$ cat src/design/sawarq_pkg.sv
// ----------------------------------------------------------------------------
// sawarq_pkg
// types, constants and command structs shared by the arq retry unit
// ----------------------------------------------------------------------------
package sawarq_pkg;

    localparam int TimeBits = 48;
    localparam int UsPerMs  = 1000;

    typedef logic [TimeBits-1:0] t_time;

    localparam t_time TimeMax = {TimeBits{1'b1}};

    // ceil(2^58 / 1000): a us count below 2^50 times this, shifted right by 58,
    // gives the count in ms exactly
    localparam logic [63:0] MsRecip = 64'h0001_0624_DD2F_1AA0;

    typedef enum logic [1:0] {
        OP_SEND  = 2'd0,
        OP_ACK   = 2'd1,
        OP_TICK  = 2'd2,
        OP_RESET = 2'd3
    } t_opcode;

    localparam logic [1:0] ST_IDLE = 2'd0;
    localparam logic [1:0] ST_WAIT = 2'd1;
    localparam logic [1:0] ST_DONE = 2'd2;
    localparam logic [1:0] ST_FAIL = 2'd3;

    localparam logic [1:0] ACT_NONE   = 2'd0;
    localparam logic [1:0] ACT_RETRY  = 2'd1;
    localparam logic [1:0] ACT_DEFER  = 2'd2;
    localparam logic [1:0] ACT_GIVEUP = 2'd3;

    localparam logic [2:0] REG_BASE    = 3'd0;
    localparam logic [2:0] REG_MAXRTY  = 3'd1;
    localparam logic [2:0] REG_JITTER  = 3'd2;
    localparam logic [2:0] REG_JIT_EN  = 3'd3;
    localparam logic [2:0] REG_GRD_EN  = 3'd4;
    localparam logic [2:0] REG_DEFER   = 3'd5;
    localparam logic [2:0] REG_MAXLEN  = 3'd6;

    // event counter slots
    localparam int CNT_SENT   = 0;
    localparam int CNT_ACKED  = 1;
    localparam int CNT_STRAY  = 2;
    localparam int CNT_RETRY  = 3;
    localparam int CNT_GIVEUP = 4;
    localparam int CNT_DEFER  = 5;
    localparam int CNT_NUM    = 6;

    typedef struct packed {
        logic [1:0]  opcode;
        logic [7:0]  seq_in;
        logic [7:0]  frame_len_in;
        t_time       now_time;
        logic [31:0] random_value;
        logic        tx_allowed;
    } t_in_item;

    typedef struct packed {
        logic        accepted;
        logic [1:0]  action;
        logic [7:0]  seq_out;
        logic [7:0]  frame_len;
        logic [1:0]  arq_state;
        logic [31:0] mean_rtt_ms;
        logic [31:0] sent_count;
        logic [31:0] acked_count;
        logic [31:0] stray_ack_count;
        logic [31:0] retry_total;
        logic [31:0] giveup_count;
        logic [31:0] deferred_count;
    } t_out_item;

    // controller -> datapath
    typedef struct packed {
        logic load;      // capture input item
        logic div_start; // start shared divider
        logic div_sel;   // 0 jitter modulo, 1 rtt mean
        logic dl_calc;   // compute deadline step (multi-cycle)
        logic commit;    // update state, form result
    } t_cmd;

    // datapath -> controller
    typedef struct packed {
        logic div_busy;
        logic need_jitter;
        logic dl_busy;
    } t_status;

endpackage

$ cat src/design/stop_and_wait_arq_retry_unit.sv
// ----------------------------------------------------------------------------
// stop_and_wait_arq_retry_unit
// sender side of a stop-and-wait arq with exponential backoff and jitter
// ----------------------------------------------------------------------------
// channel | signals                          | direction
// in      | i_valid / o_ready / i_in         | item enters
// out     | o_valid / i_ready / o_out        | result leaves
// cfg     | i_cfg_we / i_cfg_idx / i_cfg_data| register write
//
// result valid after the 3-step deadline pipeline, which also does the rtt us to ms,
// and a 32-step pass of the shared divider for the mean rtt; when jitter is added
// a second divider pass for the jitter modulo runs before the deadline pipeline
// one transaction at a time; input ready only when idle, in the cycle after output
// synchronous active-low reset clears protocol state, counters and config
// output stall holds the result and the sequencer in its output state
module stop_and_wait_arq_retry_unit (
    input  logic                  i_clk,
    input  logic                  i_rst_n,
    input  logic                  i_valid,
    output logic                  o_ready,
    input  sawarq_pkg::t_in_item  i_in,
    output logic                  o_valid,
    input  logic                  i_ready,
    output sawarq_pkg::t_out_item o_out,
    input  logic                  i_cfg_we,
    input  logic [2:0]            i_cfg_idx,
    input  logic [15:0]           i_cfg_data
);
    import sawarq_pkg::*;

    t_cmd    w_cmd;
    t_status w_sts;

    // sequencer
    sawarq_ctrl u_ctrl (
        .i_clk   (i_clk),
        .i_rst_n (i_rst_n),
        .i_valid (i_valid),
        .o_ready (o_ready),
        .o_valid (o_valid),
        .i_ready (i_ready),
        .i_sts   (w_sts),
        .o_cmd   (w_cmd)
    );

    // state, arithmetic and result
    sawarq_dp u_dp (
        .i_clk      (i_clk),
        .i_rst_n    (i_rst_n),
        .i_cfg_we   (i_cfg_we),
        .i_cfg_idx  (i_cfg_idx),
        .i_cfg_data (i_cfg_data),
        .i_item     (i_in),
        .i_cmd      (w_cmd),
        .o_sts      (w_sts),
        .o_res      (o_out)
    );
endmodule

$ cat src/design/sawarq_div.sv
// ----------------------------------------------------------------------------
// sawarq_div
// 32-bit restoring divider, one quotient bit per cycle
// ----------------------------------------------------------------------------
module sawarq_div (
    input  logic        i_clk,
    input  logic        i_rst_n,
    input  logic        i_start,
    input  logic [31:0] i_num,
    input  logic [31:0] i_den,
    output logic        o_busy,
    output logic [31:0] o_quo,
    output logic [31:0] o_rem
);
    logic [5:0]  r_cnt;
    logic [31:0] r_q;
    logic [31:0] r_r;
    logic [31:0] r_d;
    logic [32:0] w_trial;
    logic [32:0] w_shift;

    assign w_shift = {r_r, r_q[31]};
    assign w_trial = w_shift - {1'b0, r_d};

    always_ff @(posedge i_clk) begin
        if (!i_rst_n) begin
            r_cnt <= '0;
        end else if (i_start) begin
            r_cnt <= 6'd32;
        end else if (r_cnt != '0) begin
            r_cnt <= r_cnt - 6'd1;
        end
    end

    always_ff @(posedge i_clk) begin
        if (i_start) begin
            r_q <= i_num;
            r_r <= '0;
            r_d <= i_den;
        end else if (r_cnt != '0) begin
            if (!w_trial[32]) begin
                r_r <= w_trial[31:0];
                r_q <= {r_q[30:0], 1'b1};
            end else begin
                r_r <= w_shift[31:0];
                r_q <= {r_q[30:0], 1'b0};
            end
        end
    end

    assign o_busy = (r_cnt != '0);
    assign o_quo  = r_q;
    assign o_rem  = r_r;
endmodule

$ cat src/design/sawarq_dp.sv
// ----------------------------------------------------------------------------
// sawarq_dp
// datapath: config, protocol state, counters, deadline arithmetic, divider
// ----------------------------------------------------------------------------
module sawarq_dp (
    input  logic                  i_clk,
    input  logic                  i_rst_n,
    input  logic                  i_cfg_we,
    input  logic [2:0]            i_cfg_idx,
    input  logic [15:0]           i_cfg_data,
    input  sawarq_pkg::t_in_item  i_item,
    input  sawarq_pkg::t_cmd      i_cmd,
    output sawarq_pkg::t_status   o_sts,
    output sawarq_pkg::t_out_item o_res
);
    import sawarq_pkg::*;

    // configuration
    logic [15:0] r_base, r_jit, r_defer;
    logic [3:0]  r_maxrty;
    logic        r_jit_en, r_grd_en;
    logic [7:0]  r_maxlen;

    // protocol state
    logic [1:0]  r_pst;
    logic [7:0]  r_pseq, r_plen;
    logic [3:0]  r_rtry;
    t_time       r_dl, r_stime;
    logic [31:0] r_cnt [CNT_NUM];
    logic [31:0] r_rsum, r_rsmp;

    // result flags of the last commit
    logic        r_accepted;
    logic [1:0]  r_action;

    // captured item and per-item work registers
    t_in_item    r_it;
    logic [31:0] r_jitv;   // jitter in ms
    logic [1:0]  r_kind;   // 0 none, 1 timeout-deadline, 2 defer-deadline
    logic [3:0]  r_shift;
    logic [37:0] r_ms;     // timeout in ms
    logic [47:0] r_us;     // ms * 1000 partial (fits 38+10)
    logic [TimeBits:0] r_sum;
    logic [1:0]  r_dl_cnt;
    t_time       w_newdl;

    // rtt us -> ms by reciprocal, one 16-bit slice of the constant per step
    logic [64:0] r_racc;
    logic [15:0] w_rchunk;
    logic [63:0] w_rprod;

    logic [31:0] w_quo, w_rem;
    logic        w_div_busy;
    logic [31:0] w_num, w_den;

    // decisions for the captured item
    logic w_waiting, w_send_ok, w_ack_ok, w_due, w_giveup, w_defer, w_retry;
    logic [3:0] w_next_rtry, w_sh_raw;

    logic [TimeBits-1:0] w_rtt_us;
    logic [31:0]         w_rtt_ms;

    assign w_waiting  = (r_pst == ST_WAIT);
    assign w_send_ok  = !w_waiting && (r_it.frame_len_in != '0)
                        && (r_it.frame_len_in <= r_maxlen);
    assign w_ack_ok   = w_waiting && (r_it.seq_in == r_pseq);
    assign w_due      = w_waiting && (r_it.now_time >= r_dl);
    assign w_giveup   = w_due && (r_rtry >= r_maxrty);
    assign w_defer    = w_due && !w_giveup && r_grd_en && !r_it.tx_allowed;
    assign w_retry    = w_due && !w_giveup && !w_defer;
    assign w_next_rtry = r_rtry + 4'd1;
    assign w_sh_raw   = (r_it.opcode == OP_SEND) ? 4'd0 : w_next_rtry;

    always_comb begin
        o_sts.need_jitter = r_jit_en && (r_jit != '0) &&
            (((r_it.opcode == OP_SEND) && w_send_ok) ||
             ((r_it.opcode == OP_TICK) && w_retry));
        o_sts.div_busy = w_div_busy;
        o_sts.dl_busy  = (r_dl_cnt != '0);
    end

    assign w_num = i_cmd.div_sel ? r_rsum : r_it.random_value;
    assign w_den = i_cmd.div_sel ? r_rsmp : {16'd0, r_jit};

    sawarq_div u_div (
        .i_clk   (i_clk),
        .i_rst_n (i_rst_n),
        .i_start (i_cmd.div_start),
        .i_num   (w_num),
        .i_den   (w_den),
        .o_busy  (w_div_busy),
        .o_quo   (w_quo),
        .o_rem   (w_rem)
    );

    // configuration writes
    always_ff @(posedge i_clk) begin
        if (!i_rst_n) begin
            r_base   <= 16'd2000;
            r_maxrty <= 4'd5;
            r_jit    <= 16'd1000;
            r_jit_en <= 1'b0;
            r_grd_en <= 1'b0;
            r_defer  <= 16'd250;
            r_maxlen <= 8'd255;
        end else if (i_cfg_we) begin
            case (i_cfg_idx)
                REG_BASE:   r_base   <= i_cfg_data;
                REG_MAXRTY: r_maxrty <= i_cfg_data[3:0];
                REG_JITTER: r_jit    <= i_cfg_data;
                REG_JIT_EN: r_jit_en <= i_cfg_data[0];
                REG_GRD_EN: r_grd_en <= i_cfg_data[0];
                REG_DEFER:  r_defer  <= i_cfg_data;
                REG_MAXLEN: r_maxlen <= i_cfg_data[7:0];
                default: ;
            endcase
        end
    end

    // deadline pipeline: stage 0 ms, 1 us product, 2 add, then combinational saturate
    always_ff @(posedge i_clk) begin
        if (!i_rst_n) begin
            r_dl_cnt <= '0;
        end else if (i_cmd.dl_calc) begin
            r_dl_cnt <= 2'd3;
        end else if (r_dl_cnt != '0) begin
            r_dl_cnt <= r_dl_cnt - 2'd1;
        end
    end

    // rtt slices follow the deadline steps: lowest slice at dl_calc, top at the last step
    always_comb begin
        case (r_dl_cnt)
            2'd3:    w_rchunk = MsRecip[31:16];
            2'd2:    w_rchunk = MsRecip[47:32];
            2'd1:    w_rchunk = MsRecip[63:48];
            default: w_rchunk = MsRecip[15:0];
        endcase
    end

    assign w_rtt_us = r_it.now_time - r_stime;
    assign w_rprod  = w_rtt_us * w_rchunk;

    always_ff @(posedge i_clk) begin
        if (i_cmd.load) begin
            r_it <= i_item;
            r_jitv <= '0;
        end
        if (i_cmd.div_start && !i_cmd.div_sel) begin
            r_jitv <= '0;
        end
        if (!w_div_busy && !i_cmd.div_sel && o_sts.need_jitter && !i_cmd.div_start
            && !i_cmd.load) begin
            r_jitv <= w_rem;
        end
        if (i_cmd.dl_calc) begin
            r_shift <= (w_sh_raw > r_maxrty) ? r_maxrty : w_sh_raw;
            r_kind  <= w_defer ? 2'd2 : 2'd1;
            r_racc  <= {1'b0, w_rprod};
        end else if (r_dl_cnt != '0) begin
            r_racc  <= (r_racc >> 16) + {1'b0, w_rprod};
        end
        case (r_dl_cnt)
            2'd3: r_ms <= (r_kind == 2'd2) ? {22'd0, r_defer}
                        : (({22'd0, r_base} << r_shift)
                           + (o_sts.need_jitter ? {6'd0, r_jitv} : 38'd0));
            2'd2: r_us <= 48'(r_ms * 38'(UsPerMs));
            2'd1: r_sum <= {1'b0, r_it.now_time} + (TimeBits+1)'(r_us);
            default: ;
        endcase
    end

    // saturation (r_us fits 48 bits; wider product bits not possible)
    assign w_newdl = r_sum[TimeBits] ? TimeMax : r_sum[TimeBits-1:0];

    // r_racc holds the product shifted right by 48, ten more bits give ms
    assign w_rtt_ms = r_racc[41:10];

    // commit of state updates and result
    always_ff @(posedge i_clk) begin
        if (!i_rst_n) begin
            r_pst      <= ST_IDLE;
            r_pseq     <= '0;
            r_plen     <= '0;
            r_rtry     <= '0;
            r_dl       <= '0;
            r_stime    <= '0;
            r_rsum     <= '0;
            r_rsmp     <= '0;
            r_accepted <= 1'b0;
            r_action   <= ACT_NONE;
            for (int k = 0; k < CNT_NUM; k++) r_cnt[k] <= '0;
        end else if (i_cmd.commit) begin
            r_accepted <= 1'b0;
            r_action   <= ACT_NONE;
            case (t_opcode'(r_it.opcode))
                OP_SEND: if (w_send_ok) begin
                    r_plen  <= r_it.frame_len_in;
                    r_pseq  <= r_it.seq_in;
                    r_rtry  <= '0;
                    r_pst   <= ST_WAIT;
                    r_stime <= r_it.now_time;
                    r_dl    <= w_newdl;
                    r_cnt[CNT_SENT] <= r_cnt[CNT_SENT] + 32'd1;
                    r_accepted <= 1'b1;
                end
                OP_ACK: if (!w_ack_ok) begin
                    r_cnt[CNT_STRAY] <= r_cnt[CNT_STRAY] + 32'd1;
                end else begin
                    if (r_it.now_time > r_stime) begin
                        r_rsum <= r_rsum + w_rtt_ms;
                        r_rsmp <= r_rsmp + 32'd1;
                    end
                    r_cnt[CNT_ACKED] <= r_cnt[CNT_ACKED] + 32'd1;
                    r_pst  <= ST_DONE;
                    r_plen <= '0;
                    r_accepted <= 1'b1;
                end
                OP_TICK: begin
                    if (w_giveup) begin
                        r_pst <= ST_FAIL;
                        r_cnt[CNT_GIVEUP] <= r_cnt[CNT_GIVEUP] + 32'd1;
                        r_action <= ACT_GIVEUP;
                    end else if (w_defer) begin
                        r_dl <= w_newdl;
                        r_cnt[CNT_DEFER] <= r_cnt[CNT_DEFER] + 32'd1;
                        r_action <= ACT_DEFER;
                    end else if (w_retry) begin
                        r_rtry <= w_next_rtry;
                        r_cnt[CNT_RETRY] <= r_cnt[CNT_RETRY] + 32'd1;
                        r_dl <= w_newdl;
                        r_action <= ACT_RETRY;
                    end
                end
                default: begin
                    r_pst   <= ST_IDLE;
                    r_pseq  <= '0;
                    r_plen  <= '0;
                    r_rtry  <= '0;
                    r_dl    <= '0;
                    r_stime <= '0;
                end
            endcase
        end
    end

    // mean rtt is the divider quotient, valid once the divider finishes after commit
    always_comb begin
        o_res.accepted        = r_accepted;
        o_res.action          = r_action;
        o_res.seq_out         = r_pseq;
        o_res.frame_len       = r_plen;
        o_res.arq_state       = r_pst;
        o_res.mean_rtt_ms     = (r_rsmp == '0) ? 32'd0 : w_quo;
        o_res.sent_count      = r_cnt[CNT_SENT];
        o_res.acked_count     = r_cnt[CNT_ACKED];
        o_res.stray_ack_count = r_cnt[CNT_STRAY];
        o_res.retry_total     = r_cnt[CNT_RETRY];
        o_res.giveup_count    = r_cnt[CNT_GIVEUP];
        o_res.deferred_count  = r_cnt[CNT_DEFER];
    end
endmodule

$ cat src/design/sawarq_ctrl.sv
// ----------------------------------------------------------------------------
// sawarq_ctrl
// sequencer for one transaction: jitter divide, deadline, commit, mean divide
// ----------------------------------------------------------------------------
module sawarq_ctrl (
    input  logic                i_clk,
    input  logic                i_rst_n,
    input  logic                i_valid,
    output logic                o_ready,
    output logic                o_valid,
    input  logic                i_ready,
    input  sawarq_pkg::t_status i_sts,
    output sawarq_pkg::t_cmd    o_cmd
);
    import sawarq_pkg::*;

    typedef enum logic [6:0] {
        S_IDLE  = 7'b0000001,
        S_JDIV  = 7'b0000010,
        S_JWAIT = 7'b0000100,
        S_DL    = 7'b0001000,
        S_DLW   = 7'b0010000,
        S_MDIV  = 7'b0100000,
        S_OUT   = 7'b1000000
    } t_state;

    t_state r_st, n_st;

    always_ff @(posedge i_clk) begin
        if (!i_rst_n) begin
            r_st <= S_IDLE;
        end else begin
            r_st <= n_st;
        end
    end

    always_comb begin
        n_st  = r_st;
        o_cmd = '0;
        case (r_st)
            S_IDLE: if (i_valid) begin
                o_cmd.load = 1'b1;
                n_st = S_JDIV;
            end
            S_JDIV: begin
                if (i_sts.need_jitter) begin
                    o_cmd.div_start = 1'b1;
                end
                n_st = S_JWAIT;
            end
            S_JWAIT: if (!i_sts.div_busy) begin
                o_cmd.dl_calc = 1'b1;
                n_st = S_DL;
            end
            S_DL: n_st = S_DLW;
            S_DLW: if (!i_sts.dl_busy) begin
                o_cmd.commit = 1'b1;
                n_st = S_MDIV;
            end
            S_MDIV: begin
                o_cmd.div_start = 1'b1;
                o_cmd.div_sel   = 1'b1;
                n_st = S_OUT;
            end
            S_OUT: begin
                o_cmd.div_sel = 1'b1;
                if (!i_sts.div_busy && i_ready) begin
                    n_st = S_IDLE;
                end
            end
            default: n_st = S_IDLE;
        endcase
    end

    assign o_ready = (r_st == S_IDLE);
    assign o_valid = (r_st == S_OUT) && !i_sts.div_busy;
endmodule
$ cat config.mk
export PLATFORM = sky130hd
export DESIGN_NAME = stop_and_wait_arq_retry_unit
export DESIGN_NICKNAME = d
export VERILOG_FILES = /design/src/design/sawarq_pkg.sv /design/src/design/stop_and_wait_arq_retry_unit.sv /design/src/design/sawarq_div.sv /design/src/design/sawarq_dp.sv /design/src/design/sawarq_ctrl.sv
export SDC_FILE = /design/constraint.sdc
export NUM_CORES = 2
export LEC_CHECK = 0
export BUFFER_PORTS_ARGS = -buffer_cell sky130_fd_sc_hd__buf_4
export CAP_MARGIN = 20
export CORE_MARGIN = 1.5
export CORE_UTILIZATION = 64
export CTS_CLUSTER_DIAMETER = 40
export DETAILED_ROUTE_END_ITERATION = 7
export GPL_TIMING_DRIVEN = 0
export PLACE_DENSITY = 0.86
export SLEW_MARGIN = 40
export SYNTH_ARGS = -nofsm -noshare
export SYNTH_HDL_FRONTEND = slang
export SYNTH_SLANG_ARGS = --single-unit
$ cat constraint.sdc
create_clock -name i_clk -period 13.3 [get_ports i_clk]
set_clock_uncertainty 0.05 [all_clocks]
set_input_delay 2.66 -clock i_clk [delete_from_list [all_inputs] [get_ports i_clk]]
set_output_delay 2.66 -clock i_clk [all_outputs]
set_load 0.02 [all_outputs]
# Yosys cells after proc, flatten, opt, wreduce, memory -nomap -nowiden
# Memories as Yosys holds them, arrays and structs flattened.
# Cells that the tools add are included.
# op_classes
n_mux,103
n_lt_le_gt_ge,5
shift,1
bitwise_logic,10
add_sub_neg,16
multipliers,2
n_eq_ne,32
n_reduce_logical,56
# op_table
op,n
$mux 32,15
$mux 48,6
$add 32x1->32 const B,7
$pmux 48 s3,1
$mux 64,2
$pmux 48 s2,1
$add 49x64->65,1
$mul 48x16->64,1
$add 48x48->49,1
$pmux 7 s7,1
$ge 48x48->1,1
$gt 48x48->1,1
$pmux 16 s3,1
$sub 48x48->48,1
$mul 38x7->45 const B,1
$mux 1,44
$add 38x32->38,1
$shl 16x4->38,1
$sub 33x32->33,1
$add 32x32->32,1
$logic_not 32->1,1
$mux 16,2
$mux 7,4
$mux 4,6
other kinds (48),123
# word_totals
mem_count,1
wordCells,266
inputBits,123
out_inout_bits,247
ff_bits,692
mem_bits_rw,192
# mem_list
name,depth,width,rd,rd_clocked_by_memory_dff,wr,line,source
u_dp.r_cnt,6,32,6,0,6,sawarq_dp.sv:29,logic [31:0] r_cnt [CNT_NUM];

# Longest topological paths before layout
# depth
ltp_word,18
mapped_depth,49

# By module
# A second synthesis with hierarchy kept.
# unflattened
cells_unflattened,7875
hier_area_um2,74806.7
# modules_own_cells
module,instances,cells_each,area_each_um2
sawarq_dp,1,7202,68174.1
sawarq_div,1,616,6188.4
sawarq_ctrl,1,57,444.2

# Worst setup path before layout
# Ideal clock, no wire load.
# synth_path
path_type,flip-flop to flip-flop
start,register u_dp.r_it[34] in the netlist's numbering
end,"register u_dp.r_racc[60], data pin"
setup_ps,264
path_stages_with_launch,46
path_buffers,2
path_slack_ps,2696
arrival_ps,10290
t_required_ps,12986
cell_sequence,edfxtp_1 -> ha_1 -> nor2b_1 -> o21a_1 -> o21ai_0 -> a31oi_1 -> o211ai_1 -> a311oi_1 -> o311a_1 -> o21ai_0 -> a21boi_1 -> clkbuf_1 -> nor3_1 -> inv_1 -> fa_1 -> inv_1 -> ha_1 -> fa_1 -> [... 10 more ...] -> nor2_1 -> o21ai_0 -> a21oi_1 -> o21bai_1 -> xor2_1 -> ha_1 -> clkbuf_1 -> a21oi_1 -> nor2b_1 -> o21ai_0 -> nand2b_1 -> a21o_1 -> a221o_1 -> a21oi_1 -> nor2_1 -> o2111ai_1 -> nor2_1 -> xnor2_1
# synth_via
elab_chain_len,5
# synth_lines
item,line,source
from (decl),sawarq_dp.sv:37,t_in_item r_it;
from (signal assigned),sawarq_dp.sv:146,r_it <= i_item;
$sub 48x48->48 *,sawarq_dp.sv:141,assign w_rtt_us = r_it.now_time - r_stime;
$mul 48x16->64 *,sawarq_dp.sv:142,assign w_rprod = w_rtt_us * w_rchunk;
$add 49x64->65,sawarq_dp.sv:161,"r_racc <= (r_racc >> 16) + {1'b0, w_rprod};"
$mux 64,sawarq_dp.sv:160,end else if (r_dl_cnt != '0) begin
$mux 64 *,sawarq_dp.sv:156,if (i_cmd.dl_calc) begin
to (signal assigned),sawarq_dp.sv:159,"r_racc <= {1'b0, w_rprod};"
to (signal assigned),sawarq_dp.sv:161,
to (decl),sawarq_dp.sv:48,logic [64:0] r_racc;
# Mark *: on every way between the ends. The rest lies on a longest branch, timed or not. The select of a mux whose other input is x is not followed.
# A chain may end at the register's enable or synchronous reset.

# Final worst setup path
# layout_path
start,register u_dp.r_it[33] in the netlist's numbering
end,"register u_dp.r_racc[60], data pin"
# Same word-level chain as after synthesis.

==> flow_results.org <==
** Run status
- Outcome :: complete, no violations

** Place
- Setup slack after placement :: 494.0 ps
- Area post-placement :: 80670 um^2
- Summed over all nets, the half-perimeter wirelength after detailed placement is 184100 um.
- At the end of routability-driven placement, the weighted congestion stood at 1.010.
- In this run, placement finished with an instance count of 10.04k.
- Buffers placed on the I/O ports in this run total 369.

** Global routing
- Across every metal layer, demand over resource in global routing totals 38.56%.
- Maximum number of pins on one net before global-route repair :: 55
- Wire length of the first global-routing pass :: 358400 um
- Global route overflow :: 0
- Number of global-route vias before repair :: 63.64k
- Antenna violations before repair :: 10

** Synthesis
- Mean post-synth cell area :: 9.281 um^2
- In the synthesized netlist the async set-or-reset flop fraction comes to 0%.
- Synthesis instantiated 92 different standard cells from the library.
- Number of flops mapped to enable cells by yosys :: 571
- Post-synthesis cell area :: 75420 um^2
- Counting every net in the synthesized netlist gives 9499.
- Sequential-to-total area share from yosys stat :: 30.56%
- Register bit total from synthesis :: 866
- Post-synthesis instance total :: 8127
- Summing the areas of all xor and xnor instances in the mapped netlist gives 5.922% of the synthesized area.
- Main combinational cell family by area after synthesis :: adder cells
- For this run, the leading register cell type out of synthesis is edfxtp_1.
- Mux contribution to synthesized area :: 1.040%
- Yosys synthesis warning count :: 0
- Simple-gate share of the synthesized area :: 17.42%
- Summing the areas of all fa, ha and maj instances in the mapped netlist gives 26.85% of the synthesized area.
- The synthesized netlist devotes 12.59% of its cell area to compound gates.

** Hold path
- Number of instances on the worst hold path :: 2
- The worst hold path belongs to the class reg -> reg.
- The worst hold path terminates at u_dp.r_stime[15]$_SDFFE_PN0P_.
- Hold wc startpoint :: u_dp.r_stime[15]$_SDFFE_PN0P_

** Final layout
- Across the whole layout, storage elements account for 23050 um^2.
- Post-Layout Cell Count :: 10.27k
- Fraction of final layout cells sized beyond drive strength 1 :: 8.877%
- Summing all multi-input logic gate instances after layout gives 48570 um^2.
- The finished cells cover 85090 um^2.
- The final layout contains 10.01k nets.
- After filler insertion, the fill cell instance count of the layout stands at 8325.
- From synthesis to final layout, the design area changed by 12.81%.
- Ant diodes :: 0

** Routing
- Number of search-and-repair iterations in the first detailed-routing pass :: 6
- Post-detailed-route via-to-cell ratio :: 6.225
- Routed wire length per instance :: 22.61 um
- Routed wire length on met3 :: 27720 um
- Summing over every cut layer, the via total after detailed routing is 63.91k.
- Drt initial violations :: 6552
- Total wire length after detailed routing :: 232100 um
- Met2 routed WL :: 102400 um
- Routed signal wires occupy layers up through met5.
- Final routed DRC violation total :: 0
- Antenna Nets Post-Route :: 0
- In the final routing, the length of wire on met1 measures 90330 um.

** Worst setup path
- Required @ worst endpoint :: 13730 ps
- Reg-to-reg critical path endpoint :: u_dp.r_racc[60]$_DFFE_PP_
- The critical path contains buffers and inverters numbering 3 combined.
- Kind of end point of the critical path :: flip-flop
- Along the worst path, the maximum fanout reaches 7.
- The worst register-to-register path begins at u_dp.r_it[33]$_DFFE_PP_.
- Measured in cells, the most critical reg-to-reg path has a length of 39.
- In this design, the stage delay of the slowest critical-path cell is 760 ps.
- On the critical path, the stage with the largest delay is an instance of o41ai_1.
- Cell class contributing the biggest share of worst-path delay :: adder cells
- STA classifies the critical path startpoint as a flip-flop.
- Worst path arrival time :: 13140 ps
- Type of the worst setup path :: reg -> reg
- For flop-to-flop paths, the worst setup slack is 580 ps.

** Timing
- Fmax :: 78.64 MHz
- The max-slew violation total from the final report was 0.
- Shortest period the worst path allows :: 12720 ps
- The final hold violation count is 0.
- Setup violations remaining at the end of the flow were counted as 0.
- In the final timing run, aggregate negative setup slack is 0 ps.
- In the finished design, the share of the clock period the worst path needs comes to 95.61%.
- Worst max-slew margin expressed relative to the limit :: 35.05%
- RSZ-0062 raised after global routing :: no
- After layout, the worst setup slack is 583.9 ps.
- For the pin with the worst max-slew slack, the measured transition is 967.3 ps.

** Clock network
- Number of clock sinks :: 866
- The later pin in the worst-skew pair is clocked with a latency of 780 ps.
- The tree is rooted in a clkbuf_16.
- Maximum clock path buffer count :: 3
- Clk slew on worst S/H paths :: 60 ps
- The clock tree synthesis step divided the H-tree into 3 levels.
- Clock tree from TritonCTS :: yes
- Hold buffer count at cts :: 0
- CTS Buf Count :: 116

** Floorplanning
- For this design the top-level I/O count stands at 370.
- The initial utilization of the core area, before any placement, comes to 64.73%.
- Measured along the y axis, the die boundary spans 346.3 um.
- Area of the die :: 119900 um^2
- Area of the placeable core :: 116500 um^2
- Number of placement rows :: 125
- The die is 346.3 um wide.

** Run
- The tool flagged a number of max-cap violations equal to 0.
[cells in the final DEF (no fill, tap or decap), types with 137 or more instances in the layout]
cell type  count
clkbuf_1     247
xnor2_1      233
nand2_1      731
xor2_1       248
a21o_1       210
nor3_1       180
nand3_1      248
ha_1         630
edfxtp_1     571
o21ai_0      251
inv_1        820
buf_4        378
nor2_1       881
fa_1         616
and2_1       137
dfxtp_1      295
a21oi_1      576
[final cells by class]
class	count	area share, %
Sequential cell	866	27.09
Tap cell	1524	2.241
Buffer	292	1.379
Timing Repair Buffer	394	3.613
Multi-Input combinational cell	6145	57.08
Inverter	824	3.644
Clock buffer	138	3.616
Clock inverter	83	1.338
[metrics by stage]
step,hold WS (ps),utilization (%)
final,403.7,73.03
after floorplan,381.9,-
after global routing,418.6,73.03
after detailed placement,393.5,69.23
after CTS,401.2,72.85
after global placement,388.9,68.75
[layer usage]
metal	vias to the layer above	global-route usage (%)
met5	-	0
li1	28880	-
met1	30960	51.09
met4	2	17.44
met3	660	9.991
met2	3404	59.60
[cell usage after synthesis (19+ instances only)]
cell	n	area, um^2
a211oi_1	35	262.8
nor3_1	186	930.9
nor4_1	41	256.5
mux2i_1	66	660.6
inv_1	821	3082
clkbuf_1	251	942.2
ha_1	633	7920
a21o_1	211	1584
o21bai_1	42	315.3
a21oi_1	577	2888
nand2_1	736	2763
edfxtp_1	571	17150
xnor2_1	250	2190
nand4_1	88	550.5
fa_1	616	12330
and3_1	80	500.5
xor2_1	253	2216
or3_1	52	325.3
dfxtp_1	295	5906
a31oi_1	72	450.4
nand2b_1	101	631.9
o21a_1	54	405.4
buf_1	21	78.83
nor3b_1	21	157.7
and2_1	137	857.1
nor2b_1	121	757.0
nor2_1	886	3326
and4_1	19	166.4
or2_2	31	193.9
o31ai_1	30	225.2
nand3_1	248	1241
o211ai_1	40	300.3
o21ai_0	251	1256
[timing repair]
item,in CTS,in global routing
setup endpoints to repair,0,17
gates resized for setup,0,10
buffers inserted,0,0
[worst register-to-register path, delay by kind of cell, from the launching register on]
kind            cells  cell delay, ps
compound gates     10            3590
xor+xnor            3             910
fa+ha+maj          10            4510
buf+inv             3             230
flops               1             490
simple gates       13            2700
[kinds of logic (layout without fill, tap and decap cells)]
| logic type | count (synthesis) | count (layout) |
|---|---|---|
| AO/OA/AOI/OAI | 1510 | 1510 |
| flip-flops | 866 | 866 |
| multiplexers | 76 | 76 |
| AND/OR/NAND/NOR | 2804 | 2804 |
| buffers and inverters | 1116 | 1731 |
| adder cells (fa/ha/maj) | 1249 | 1249 |
| XOR/XNOR | 506 | 506 |
[registers in the layout, summed over array words and instances (netlist names), 32 cells and up]
signal            flops
u_dp.r_racc          55
u_dp.r_rsum          32
u_dp.r_us            42
u_dp.r_ms            33
u_dp.r_dl            48
u_dp.u_div.o_rem     32
u_dp.r_stime         48
u_dp.r_jitv          32
u_dp.r_rsmp          32
u_dp.r_sum           49
u_dp.u_div.o_quo     32
u_dp.r_cnt          192
u_dp.u_div.r_d       32
u_dp.r_it            99
[worst max path at each step]
stage                     cells past startpoint                          start  slack, ps                         to
after floorplan                              45        u_dp.r_it[34]$_DFFE_PP_       2700  u_dp.r_racc[60]$_DFFE_PP_
after global placement                       38  u_dp.r_dl_cnt[0]$_SDFFE_PN0P_       -150  u_dp.r_racc[60]$_DFFE_PP_
after detailed placement                     46        u_dp.r_it[33]$_DFFE_PP_        490  u_dp.r_racc[60]$_DFFE_PP_
after CTS                                    46        u_dp.r_it[33]$_DFFE_PP_        360  u_dp.r_racc[60]$_DFFE_PP_
after global routing                         42        u_dp.r_it[37]$_DFFE_PP_         40  u_dp.r_racc[63]$_DFFE_PP_
final                                        39        u_dp.r_it[33]$_DFFE_PP_        580  u_dp.r_racc[60]$_DFFE_PP_
Power is not shown: default switching activity piles up to over one toggle a cycle in this logic, so the estimate is an artifact.
